===== src/rtl/sto_pkg.sv =====
// Shared codes and controller/datapath interface types for the sorted timeout queue.
package sto_pkg;

  localparam logic [1:0] CMD_ADD     = 2'd0;
  localparam logic [1:0] CMD_ADD_NOW = 2'd1;
  localparam logic [1:0] CMD_DELETE  = 2'd2;
  localparam logic [1:0] CMD_TICK    = 2'd3;

  localparam logic [2:0] ST_DONE     = 3'd0;
  localparam logic [2:0] ST_OVERFLOW = 3'd1;
  localparam logic [2:0] ST_FULL     = 3'd2;
  localparam logic [2:0] ST_EXPIRED  = 3'd3;
  localparam logic [2:0] ST_NONE     = 3'd4;

  typedef struct packed {
    logic load;
    logic rd;
    logic search;
    logic proc;
    logic tail;
    logic commit;
    logic finish;
    logic rewind;
    logic set_full;
  } sto_cmd_t;

  typedef struct packed {
    logic skip;
    logic need_search;
    logic hit;
    logic last_elem;
    logic more;
    logic stall;
    logic tail_busy;
    logic out_free;
    logic carry_v;
  } sto_stat_t;

endpackage


===== src/rtl/sto_ctrl.sv =====
// Sequencer that steps the datapath through the table scans of each command.
module sto_ctrl (
  input  logic              clk_i,
  input  logic              rst_ni,
  input  logic              in_valid_i,
  output logic              in_ready_o,
  input  sto_pkg::sto_stat_t stat_i,
  output sto_pkg::sto_cmd_t  cmd_o
);

  typedef enum logic [2:0] {
    S_IDLE, S_DECIDE, S_SRD, S_SPROC, S_RD, S_PROC, S_TAIL, S_FIN
  } state_e;

  state_e state_q, state_d;

  always_comb begin
    state_d    = state_q;
    cmd_o      = '0;
    in_ready_o = 1'b0;
    case (state_q)
      S_IDLE: begin
        in_ready_o = 1'b1;
        if (in_valid_i) begin
          cmd_o.load = 1'b1;
          state_d    = S_DECIDE;
        end
      end
      S_DECIDE: begin
        if (stat_i.skip) begin
          state_d = S_FIN;
        end else if (stat_i.need_search) begin
          state_d = S_SRD;
        end else begin
          state_d = S_RD;
        end
      end
      S_SRD: begin
        cmd_o.rd = 1'b1;
        state_d  = S_SPROC;
      end
      S_SPROC: begin
        // A full table only takes the add if an entry is being replaced.
        cmd_o.search = 1'b1;
        if (stat_i.hit) begin
          cmd_o.rewind = 1'b1;
          state_d      = S_RD;
        end else if (stat_i.last_elem) begin
          cmd_o.set_full = 1'b1;
          state_d        = S_FIN;
        end else begin
          state_d = S_SRD;
        end
      end
      S_RD: begin
        if (stat_i.more) begin
          cmd_o.rd = 1'b1;
          state_d  = S_PROC;
        end else begin
          state_d = S_TAIL;
        end
      end
      S_PROC: begin
        if (!stat_i.stall) begin
          cmd_o.proc = 1'b1;
          state_d    = S_RD;
        end
      end
      S_TAIL: begin
        if (stat_i.tail_busy) begin
          cmd_o.tail = 1'b1;
        end else begin
          cmd_o.commit = 1'b1;
          state_d      = S_FIN;
        end
      end
      S_FIN: begin
        if (stat_i.out_free) begin
          cmd_o.finish = 1'b1;
          state_d      = S_IDLE;
        end
      end
      default: begin
        state_d = S_IDLE;
      end
    endcase
  end

  always_ff @(posedge clk_i or negedge rst_ni) begin
    if (!rst_ni) begin
      state_q <= S_IDLE;
    end else begin
      state_q <= state_d;
    end
  end

endmodule


===== src/rtl/sto_dp.sv =====
// Entry memory, time, immediate slot, compaction pass and output register.
module sto_dp #(
  parameter int ENTRIES   = 16,
  parameter int TIME_BITS = 48
) (
  input  logic               clk_i,
  input  logic               rst_ni,
  input  sto_pkg::sto_cmd_t  cmd_i,
  output sto_pkg::sto_stat_t stat_o,
  input  logic [1:0]         command_i,
  input  logic [7:0]         callback_tag_i,
  input  logic [15:0]        owner_tag_i,
  input  logic [7:0]         queue_id_i,
  input  logic [31:0]        delay_i,
  output logic               out_valid_o,
  input  logic               out_ready_i,
  output logic [2:0]         status_o,
  output logic [7:0]         fired_callback_o,
  output logic [15:0]        fired_owner_o,
  output logic [7:0]         fired_queue_o,
  output logic               last_o
);

  localparam int CW = $clog2(ENTRIES + 1);
  localparam int IW = $clog2(ENTRIES);
  localparam int EW = TIME_BITS + 32;

  logic [EW-1:0] mem [ENTRIES];
  logic [EW-1:0] rd_q;

  logic [TIME_BITS-1:0] time_q, when_q;
  logic [CW-1:0]        cnt_q, r_q, w_q;
  logic [7:0]           cb_q, grp_q;
  logic [15:0]          ow_q;
  logic                 ovf_q, add_q, del_q, tick_q, nowslot_q;
  logic                 removed_q, inserted_q;
  logic [EW-1:0]        carry_q;
  logic                 carry_v_q;
  logic                 pend_v_q;
  logic [7:0]           pend_h_q, pend_g_q;
  logic [15:0]          pend_o_q;
  logic                 imm_v_q;
  logic [7:0]           imm_h_q;
  logic [15:0]          imm_o_q;
  logic [2:0]           res_st_q;

  logic [TIME_BITS-1:0] e_dl;
  logic [7:0]           e_h, e_g;
  logic [15:0]          e_o;
  logic [TIME_BITS:0]   sum;
  logic                 is_now, drop, ins, have_first, hit, tail_busy, out_free;
  logic [EW-1:0]        new_e, first_e, wdata;
  logic                 we, push_mid;

  assign e_dl = rd_q[EW-1:32];
  assign e_h  = rd_q[31:24];
  assign e_o  = rd_q[23:8];
  assign e_g  = rd_q[7:0];

  assign sum    = {1'b0, time_q} + (TIME_BITS + 1)'(delay_i);
  assign is_now = (command_i == sto_pkg::CMD_ADD_NOW);
  assign new_e  = {when_q, cb_q, ow_q, grp_q};
  assign hit    = (e_h == cb_q) && (e_o == ow_q);

  always_comb begin
    drop = 1'b0;
    ins  = 1'b0;
    if (add_q) begin
      drop = !removed_q && hit;
      ins  = !drop && !inserted_q && (e_dl > when_q);
    end else if (del_q) begin
      drop = ((grp_q == 8'd0) || (e_g == grp_q)) && (e_o == ow_q) &&
             ((cb_q == 8'd0) || (e_h == cb_q));
    end else if (tick_q) begin
      drop = (e_dl < time_q);
    end
  end

  // The carried entry goes out first; when an insertion lands here the
  // scanned entry is held back one slot.
  assign have_first = carry_v_q || ins || !drop;
  assign first_e    = carry_v_q ? carry_q : (ins ? new_e : rd_q);
  assign tail_busy  = carry_v_q || (add_q && !inserted_q);
  assign out_free   = !out_valid_o || out_ready_i;
  assign push_mid   = cmd_i.proc && tick_q && drop && pend_v_q;

  assign we    = (cmd_i.proc && have_first) || (cmd_i.tail && tail_busy);
  assign wdata = cmd_i.tail ? (carry_v_q ? carry_q : new_e) : first_e;

  always_comb begin
    stat_o             = '0;
    stat_o.skip        = ovf_q || nowslot_q;
    stat_o.need_search = add_q && (cnt_q == CW'(ENTRIES));
    stat_o.hit         = hit;
    stat_o.last_elem   = (r_q + CW'(1)) >= cnt_q;
    stat_o.more        = r_q < cnt_q;
    stat_o.stall       = tick_q && drop && pend_v_q && !out_free;
    stat_o.tail_busy   = tail_busy;
    stat_o.out_free    = out_free;
    stat_o.carry_v     = carry_v_q;
  end

  always_ff @(posedge clk_i) begin
    if (cmd_i.rd) begin
      rd_q <= mem[r_q[IW-1:0]];
    end
    if (we) begin
      mem[w_q[IW-1:0]] <= wdata;
    end
  end

  always_ff @(posedge clk_i or negedge rst_ni) begin
    if (!rst_ni) begin
      time_q      <= '0;
      when_q      <= '0;
      cnt_q       <= '0;
      r_q         <= '0;
      w_q         <= '0;
      cb_q        <= '0;
      grp_q       <= '0;
      ow_q        <= '0;
      ovf_q       <= 1'b0;
      add_q       <= 1'b0;
      del_q       <= 1'b0;
      tick_q      <= 1'b0;
      nowslot_q   <= 1'b0;
      removed_q   <= 1'b0;
      inserted_q  <= 1'b0;
      carry_q     <= '0;
      carry_v_q   <= 1'b0;
      pend_v_q    <= 1'b0;
      pend_h_q    <= '0;
      pend_o_q    <= '0;
      pend_g_q    <= '0;
      imm_v_q     <= 1'b0;
      imm_h_q     <= '0;
      imm_o_q     <= '0;
      res_st_q    <= sto_pkg::ST_DONE;
      out_valid_o <= 1'b0;
      status_o    <= '0;
      fired_callback_o <= '0;
      fired_owner_o    <= '0;
      fired_queue_o    <= '0;
      last_o      <= 1'b0;
    end else begin
      if (cmd_i.load) begin
        cb_q       <= callback_tag_i;
        ow_q       <= owner_tag_i;
        grp_q      <= is_now ? 8'd0 : queue_id_i;
        when_q     <= is_now ? time_q : sum[TIME_BITS-1:0];
        ovf_q      <= (command_i == sto_pkg::CMD_ADD) && sum[TIME_BITS];
        res_st_q   <= ((command_i == sto_pkg::CMD_ADD) && sum[TIME_BITS]) ?
                      sto_pkg::ST_OVERFLOW : sto_pkg::ST_DONE;
        add_q      <= (command_i == sto_pkg::CMD_ADD) || (is_now && imm_v_q);
        del_q      <= (command_i == sto_pkg::CMD_DELETE);
        tick_q     <= (command_i == sto_pkg::CMD_TICK);
        nowslot_q  <= is_now && !imm_v_q;
        removed_q  <= 1'b0;
        inserted_q <= 1'b0;
        carry_v_q  <= 1'b0;
        r_q        <= '0;
        w_q        <= '0;
        pend_v_q   <= (command_i == sto_pkg::CMD_TICK) && imm_v_q;
        if (is_now && !imm_v_q) begin
          imm_v_q <= 1'b1;
          imm_h_q <= callback_tag_i;
          imm_o_q <= owner_tag_i;
        end
        if (command_i == sto_pkg::CMD_TICK) begin
          time_q   <= time_q + TIME_BITS'(1);
          pend_h_q <= imm_h_q;
          pend_o_q <= imm_o_q;
          pend_g_q <= 8'd0;
          imm_v_q  <= 1'b0;
        end
      end
      if (cmd_i.rewind) begin
        r_q <= '0;
      end else if (cmd_i.search) begin
        r_q <= r_q + CW'(1);
      end
      if (cmd_i.set_full) begin
        res_st_q <= sto_pkg::ST_FULL;
      end
      if (cmd_i.proc) begin
        r_q <= r_q + CW'(1);
        if (have_first) begin
          w_q <= w_q + CW'(1);
        end
        carry_v_q <= (carry_v_q || ins) && !drop;
        carry_q   <= rd_q;
        if (add_q && drop) begin
          removed_q <= 1'b1;
        end
        if (ins) begin
          inserted_q <= 1'b1;
        end
        if (tick_q && drop) begin
          pend_v_q <= 1'b1;
          pend_h_q <= e_h;
          pend_o_q <= e_o;
          pend_g_q <= e_g;
        end
      end
      if (cmd_i.tail && tail_busy) begin
        w_q        <= w_q + CW'(1);
        carry_v_q  <= 1'b0;
        inserted_q <= 1'b1;
      end
      if (cmd_i.commit) begin
        cnt_q <= w_q;
      end

      if (push_mid) begin
        out_valid_o      <= 1'b1;
        status_o         <= sto_pkg::ST_EXPIRED;
        fired_callback_o <= pend_h_q;
        fired_owner_o    <= pend_o_q;
        fired_queue_o    <= pend_g_q;
        last_o           <= 1'b0;
      end else if (cmd_i.finish) begin
        out_valid_o <= 1'b1;
        last_o      <= 1'b1;
        if (tick_q && pend_v_q) begin
          status_o         <= sto_pkg::ST_EXPIRED;
          fired_callback_o <= pend_h_q;
          fired_owner_o    <= pend_o_q;
          fired_queue_o    <= pend_g_q;
        end else begin
          status_o         <= tick_q ? sto_pkg::ST_NONE : res_st_q;
          fired_callback_o <= '0;
          fired_owner_o    <= '0;
          fired_queue_o    <= '0;
        end
      end else if (out_ready_i) begin
        out_valid_o <= 1'b0;
      end
    end
  end

endmodule


===== src/rtl/sorted_timeout_queue.sv =====
// Top level of the sorted timeout queue: controller, datapath and checks.
// The table holds up to ENTRIES timeouts in deadline order in a single-port-write,
// registered-read memory, plus one immediate slot. Each command is handled by one
// pass over the occupied entries, each entry taking a memory read, then a compare
// and compacting write. The final result is loaded at the end of the pass, after
// an extra tail write when an add lands behind the last entry or pushes the last
// entry back one slot; an overflowing add and an add immediate into a free slot
// skip the pass. An add into a full table first makes a read-only search pass over
// up to ENTRIES entries for one to replace; with no entry to replace it ends after
// that search. A tick returns one transfer per expired entry, the immediate slot
// first, and the pass waits while the output is held. The memory needs no clearing
// after reset. The controller is ready for a new command once the final result of
// the previous one has been loaded into the output register.
module sorted_timeout_queue #(
  parameter int ENTRIES   = 16,
  parameter int TIME_BITS = 48
) (
  input  logic        clk_i,
  input  logic        rst_ni,
  input  logic        in_valid_i,
  output logic        in_ready_o,
  input  logic [1:0]  command_i,
  input  logic [7:0]  callback_tag_i,
  input  logic [15:0] owner_tag_i,
  input  logic [7:0]  queue_id_i,
  input  logic [31:0] delay_i,
  output logic        out_valid_o,
  input  logic        out_ready_i,
  output logic [2:0]  status_o,
  output logic [7:0]  fired_callback_o,
  output logic [15:0] fired_owner_o,
  output logic [7:0]  fired_queue_o,
  output logic        last_o
);

  sto_pkg::sto_cmd_t  cmd;
  sto_pkg::sto_stat_t stat;

  sto_ctrl u_ctrl (
    .clk_i      (clk_i),
    .rst_ni     (rst_ni),
    .in_valid_i (in_valid_i),
    .in_ready_o (in_ready_o),
    .stat_i     (stat),
    .cmd_o      (cmd)
  );

  sto_dp #(
    .ENTRIES   (ENTRIES),
    .TIME_BITS (TIME_BITS)
  ) u_dp (
    .clk_i            (clk_i),
    .rst_ni           (rst_ni),
    .cmd_i            (cmd),
    .stat_o           (stat),
    .command_i        (command_i),
    .callback_tag_i   (callback_tag_i),
    .owner_tag_i      (owner_tag_i),
    .queue_id_i       (queue_id_i),
    .delay_i          (delay_i),
    .out_valid_o      (out_valid_o),
    .out_ready_i      (out_ready_i),
    .status_o         (status_o),
    .fired_callback_o (fired_callback_o),
    .fired_owner_o    (fired_owner_o),
    .fired_queue_o    (fired_queue_o),
    .last_o           (last_o)
  );

`ifndef SYNTH
  // A command is never taken back to back; after an accept the controller leaves idle.
  a_busy_after_accept: assert property (@(posedge clk_i) disable iff (!rst_ni)
    in_valid_i && in_ready_o |=> !in_ready_o)
    else $error("input accepted twice in a row");

  // Every pass flushes its held-back entry before the next command is taken.
  a_carry_flushed: assert property (@(posedge clk_i) disable iff (!rst_ni)
    in_ready_o |-> !stat.carry_v)
    else $error("held-back entry left over between commands");

  // An intermediate tick result is only loaded while the datapath scans entries.
  a_mid_push: assert property (@(posedge clk_i) disable iff (!rst_ni)
    out_valid_o && !last_o |-> !in_ready_o)
    else $error("non-final result pending while idle");
`endif

endmodule

===== config.mk =====
export PLATFORM = sky130hd
export DESIGN_NAME = sorted_timeout_queue
export DESIGN_NICKNAME = d
export VERILOG_FILES = /design/src/rtl/sto_pkg.sv /design/src/rtl/sto_ctrl.sv /design/src/rtl/sto_dp.sv /design/src/rtl/sorted_timeout_queue.sv
export SDC_FILE = /design/constraint.sdc
export NUM_CORES = 2
export LEC_CHECK = 0
export ABC_CLOCK_PERIOD_IN_PS = 11550
export BUFFER_PORTS_ARGS = -buffer_cell sky130_fd_sc_hd__buf_2
export CORE_ASPECT_RATIO = 1.2
export CORE_MARGIN = 2
export CORE_UTILIZATION = 29
export DETAILED_ROUTE_END_ITERATION = 7
export HOLD_SLACK_MARGIN = 0.02
export PLACE_DENSITY = 0.48
export SYNTH_ARGS = -nofsm -noshare
export SYNTH_HDL_FRONTEND = slang
export SYNTH_SLANG_ARGS = --single-unit
export TNS_END_PERCENT = 1

===== constraint.sdc =====
create_clock -name clk_i -period 11.55 [get_ports clk_i]
set_input_delay 2.8875 -clock clk_i [delete_from_list [all_inputs] [get_ports clk_i]]
set_output_delay 2.8875 -clock clk_i [all_outputs]
set_load 0.05 [all_outputs]

### Yosys cells after proc, flatten, opt, wreduce, memory -nomap -nowiden

Memory sizes are Yosys's and may differ from the RTL's. A register that Yosys moved wholly into a read port is not among the register bits.
Cells that the tools add are included.

* logic and storage cells: 207
* input bits: 70
* bits in latches: 0
* register bits after elaboration: 332
* output and inout port bits: 38
* memories kept: 1
* memory bits (writable): 1280
* ROM bits: 0

* divide/modulo/power cells: 0
* equal/unequal tests: 18
* shift-type cells: 0
* add/sub/neg operators: 4
* multiplexer cells: 95
* order comparisons: 4
* reductions and logical operators: 53
* bitwise operators: 0
* multiply operators: 0

Memory list
* u_dp.mem: depth 16, bits a word 80, read ports 1, clocked after Yosys merged registers in 1, write ports 1, RTL line sto_dp.sv:28 `logic [EW-1:0] mem [ENTRIES];`

Operators with widths (count)
* 80-bit two-way mux: 4
* 8-bit two-way mux: 15
* 16-bit two-way mux: 7
* 48-bit by 32-bit adder with 49-bit output: 1
* 48-bit by 1-bit adder with 48-bit output, second input constant: 1
* 48-bit greater-than comparator: 1
* 48-bit < comparator: 1
* 48-bit two-way mux: 1
* 3-bit two-way mux: 14
* 1-bit two-way mux: 41
* 5-bit two-way mux: 8
* 3-bit case mux with 8 select lines: 1
* 1-bit logical AND: 23
* 16-bit equality test: 1
* 8-bit equality test: 2
* 8-bit logical NOT: 2
* 3-bit equality test, second input constant: 4
* 5-bit by 1-bit adder with 5-bit output, second input constant: 2
* 1-bit logical OR: 9
* 1-bit logical NOT: 7
* 3-bit by 2-bit equality test with 1-bit output, second input constant: 2
* 2-bit two-way mux: 3
* 2-bit inequality test, second input constant: 3
* 2-bit AND reduction: 3
* 14 further kinds: 18

### Logic depth before layout (Yosys ltp)

* word-level depth: 15
* depth in mapped cells: 14
* mapped depth without buffers: 12

### Hierarchy

Synthesis repeated with hierarchy kept, for this count alone.

* cell total of the unflattened synthesis: 4544
* area total of the unflattened synthesis: 71428.5 um2

Modules (own cells, without submodules)
* sto_dp: times used 1, area an instance 71094.4 um2, sequential area each 49047.0 um2, cells an instance 4501
* sto_ctrl: times used 1, area an instance 334.1 um2, sequential area each 75.1 um2, cells an instance 43

### Worst setup path after synthesis

OpenSTA, ideal clock, no wires.

* path kind: input to register
* start: input port out_ready_i
* end: memory u_dp.mem[1][0] (netlist name) (enable)
* stages on the path: 7
* data required time: 10.807 ns
* path slack: -0.981 ns
* arrival time: 11.788 ns
* buffers on the path: 1
* setup time: 0.743 ns
* path through: nor2b_1 nand3_1 nand2_1 o211ai_1 a21oi_1 clkbuf_1 nor4b_1

* cells in the longest elaborated chain, start to end: 9

RTL lines
* start, declared: RTL line sorted_timeout_queue.sv:28 `input logic out_ready_i,`
* 1-bit logical OR: RTL line sto_dp.sv:84 `assign out_free = !out_valid_o || out_ready_i;`
* 1-bit logical NOT: RTL line sto_dp.sv:97 `stat_o.stall = tick_q && drop && pend_v_q && !out_free;`
* 1-bit logical AND: RTL line sto_dp.sv:97
* 1-bit two-way mux: RTL line sto_ctrl.sv:64 `if (!stat_i.stall) begin`
* 1-bit two-way mux: RTL line sto_ctrl.sv:21 `case (state_q)`
* 1-bit logical AND: RTL line sto_dp.sv:87 `assign we = (cmd_i.proc && have_first) || (cmd_i.tail && tail_busy);`
* 1-bit logical OR: RTL line sto_dp.sv:87
* 1-bit two-way mux: RTL line sto_dp.sv:107 `if (we) begin`
* 1-bit two-way mux (not written as such): RTL line sto_dp.sv:108 `mem[w_q[IW-1:0]] <= wdata;`
* end, declared: RTL line sto_dp.sv:28

No other way between the ends.

### Worst setup path in the final report

* start: input port delay_i[0]
* end: register u_dp.when_q[42]

* cells in the longest elaborated chain, start to end: 2

RTL lines
* start, declared: RTL line sorted_timeout_queue.sv:26 `input logic [31:0] delay_i,`
* 48-bit by 32-bit adder with 49-bit output: RTL line sto_dp.sv:60 `assign sum = {1'b0, time_q} + (TIME_BITS + 1)'(delay_i);`
* 48-bit two-way mux: RTL line sto_dp.sv:150 `when_q <= is_now ? time_q : sum[TIME_BITS-1:0];`
* end signal, assigned: RTL line sto_dp.sv:150
* end, declared: RTL line sto_dp.sv:31 `logic [TIME_BITS-1:0] time_q, when_q;`

No other way between the ends.
A chain may end at the register's enable or synchronous reset.

==> summary.txt <==
Finish
  – Final core occ: 33.5%
  – Most common cell after layout, fill and taps aside: edfxtp_1
  – Most frequent cells in the layout: edfxtp_1, mux4_2, nand2_1
  – Layout filler cell count: 23100
  – Reg area: 49100 sq um
  – Footprint of the multi-input gates: 20200 sq um
  – Area Overhead vs Synth: 15.1%
  – Layout cells sized above 1: 24.1%
  – Total Nets Final: 4452

Floorplanning
  – Core area: 242000 sq um
  – Num rows: 198
  – Top Ports: 108
  – Starting Density: 29.1%
  – Die ar.: 247000 sq um
  – Die width: 454 microns
  – DIE HEIGHT: 544 microns

Placed design
  – Final HPWL DP: 115 mm
  – IO Port Bufs: 107
  – Placer Congestion: 0.791

Route
  – Routed vias: 37000
  – DRC viols: 0
  – DR pass1 iterations: 7
  – Routed WL per cell: 24.9 microns
  – Initial drt markers: 2657
  – Routed Antenna Nets: 0
  – Post-Route WL: 189 mm
  – Vias/cell: 4.87

Worst setup path
  – CP max FO: 12
  – Type of origin of the critical path: input pin
  – Critical path arrival: 6.32 ns
  – CP startpoint: delay_i[0]
  – Setup crit end kind: flip-flop
  – CP Class: input pin to flip-flop
  – CP required: 12.22 ns
  – Worst r2r src: u_dp.time_q[32]$_DFFE_PN0P_

Run
  – Max Cap Violations: 0

CTS
  – Max Buffers Root-to-Sink: 4
  – # clock sinks: 1691
  – Cts hold-fix bufs: 0
  – Setup repair bufs after CTS: 0
  – CTS tree: yes
  – TritonCTS Buffers: 187
  – Clock Tree Root: clkbuf_16
  – Post_cts resized: 0
  – Clk slew on worst S/H paths: 0.06 ns
  – H-tree depth: 4
  – Clk Latency, worst-skew pair: 0.85 ns

Timing
  – Slew Viols, Final: 0
  – Min Tclk post-route: 5.65 ns
  – Final setup violation count: 0
  – Clk_skew: 0.0788 ns
  – Maximum clock rate: 177 MHz
  – Final hold vios: 0
  – RSZ-0062 raised after global routing: no
  – Slew headroom: 16.8%
  – Least-Margin Pin Slew: 1.24 ns
  – Final worst path period share: 49.0%

Global routing
  – First-pass GRT wire length: 277 mm
  – Vias in the first global route: 39200
  – Initial antenna violation count: 8
  – Grt total ovfl: 0
  – Largest net degree at the start of global routing: 144
  – Global Route Usage Sum: 15.2%

Logic synthesis
  – Asr flop ratio synth: 19.6%
  – Post-Syn Instances: 4017
  – Yosys warnings: 0
  – Cell Area, Synth: 70500 sq um
  – Mapped Nets: 4231
  – Post-synth EDFFs: 1360
  – Sequential fraction of the synthesis area: 69.7%
  – Unique masters post-synth: 79
  – Mean Syn Cell Area: 17.5 sq um
  – Synthesis-stage register bit count: 1691
  – Most common flop cell mapped by yosys: edfxtp_1

Run status
  – Status: completed

Power
  – LEAKAGE: 28.2 nW
  – Max VDD drop: 0.204 mV
  – Power density over the cells: 267 nW/um^2
  – Final total power: 21.7 mW

Hold path
  – Worst hold start: u_dp.res_st_q[1]$_DFFE_PN0P_
  – HP Class: flip-flop to flip-flop
metrics by stage:
stage	hold WS [ns]	setup TNS [ns]	std cells	area [sq um]	setup WS, ns
after CTS	0.482	0	7582	81100	5.77
final	0.482	0	7584	81100	5.90
after global routing	0.490	0	7583	81100	5.75
after detailed placement	0.471	0	7249	75300	5.10
after floorplan	0.442	-436.71	4017	70500	-0.981
after global placement	0.461	0	7249	75300	5.17
sequential cells by signal (all words and copies together), names as in the netlist, 5 cells and up:
signal / flops
u_dp.imm_h_q: 8
u_dp.mem: 1280
u_dp.time_q: 48
u_dp.r_q: 5
u_dp.when_q: 48
u_dp.pend_h_q: 8
u_dp.cnt_q: 5
u_dp.fired_callback_o: 8
u_dp.imm_o_q: 16
u_dp.carry_q: 80
u_dp.ow_q: 16
u_dp.pend_g_q: 8
u_dp.fired_owner_o: 16
u_dp.cb_q: 8
u_dp.pend_o_q: 16
u_dp.grp_q: 8
u_dp.w_q: 5
u_dp.fired_queue_o: 8
u_dp.rd_q: 80
cells in the mapped netlist, drive strengths merged, types with 11 or more instances:
master	count	area, sq um
nor4	18	125
nand4	38	238
a31oi	45	282
a21o	41	308
mux4	400	9010
buf	64	369
mux2i	85	851
a22o	35	307
o21ai	168	852
nor2b	18	113
edfxtp	1360	40800
inv	131	492
nor3	28	140
o211ai	17	141
a21oi	95	498
mux2	96	1080
xor2	16	140
dfrtp	331	8280
or3	11	68.8
a211oi	21	163
xnor2	93	815
ha	143	1790
clkbuf	137	515
nand2	345	1290
and3	19	119
nor2	84	318
nand3	59	295
final cells by class:
type | instances | area share, %
diodes | 2 | 0.00617
multi-input cells | 1994 | 24.9
clock buffers | 240 | 6.24
well taps | 3200 | 4.94
inverters | 131 | 0.606
flip-flops and latches | 1691 | 60.6
clock inverters | 93 | 0.849
repair buffers | 233 | 1.92
layer usage:
metal	routed length, microns	GRT usage, %	vias to the layer above
li1	-	-	16300
met1	78800	19.1	19800
met2	98600	27.4	635
met3	6230	1.95	263
met4	5180	4.37	0
met5	0	0	-
logic make-up (layout without fill, tap and decap cells):
kind of cell | after synthesis | after routing | synth area share [%]
flip-flops | 1691 | 1691 | 69.7
AO/OA/AOI/OAI | 485 | 485 | 4.40
multiplexers | 581 | 581 | 15.5
XOR/XNOR | 109 | 109 | 1.36
AND/OR/NAND/NOR | 675 | 675 | 4.47
other | 0 | 2 | 0
adder cells (fa/ha/maj) | 144 | 144 | 2.57
buffers and inverters | 332 | 697 | 1.95
where the power goes:
part | internal, mW | switching [mW] | total (mW)
registers | 8.77 | 0.776 | 9.55
logic | 2.62 | 3.82 | 6.44
clock network | 3.25 | 2.45 | 5.69
path summary, 6_finish.rpt:
| path | endpoint | slack (ns) | depth (start not counted) |
|---|---|---|---|
| max in group asynchronous | u_dp.pend_h_q[7]$_DFF_PN0_ | 7.44 | 3 |
| min reg2reg | u_dp.res_st_q[1]$_DFFE_PN0P_ | 0.48 | 1 |
| max | u_dp.when_q[42]$_DFFE_PN0P_ | 5.90 | 13 |
| min in group asynchronous | u_dp.time_q[14]$_DFFE_PN0P_ | 1.99 | 1 |
| max reg2reg | u_dp.mem[12][54]$_DFFE_PP_ | 5.99 | 11 |
| min | u_dp.res_st_q[1]$_DFFE_PN0P_ | 0.48 | 1 |
worst max-delay path: stages:
cell and delay [ns]:
buf_2 0.08, ha_1 0.18, inv_1 0.07, fa_1 0.40
nor2b_1 0.24, o31a_1 0.30, o311ai_2 0.18, a21bo_2 0.27
o21ai_2 0.32, a21oi_1 0.32, a211oi_2 0.72, a41o_1 0.28
a31oi_1 0.08
(Power assumes the default switching activity.)
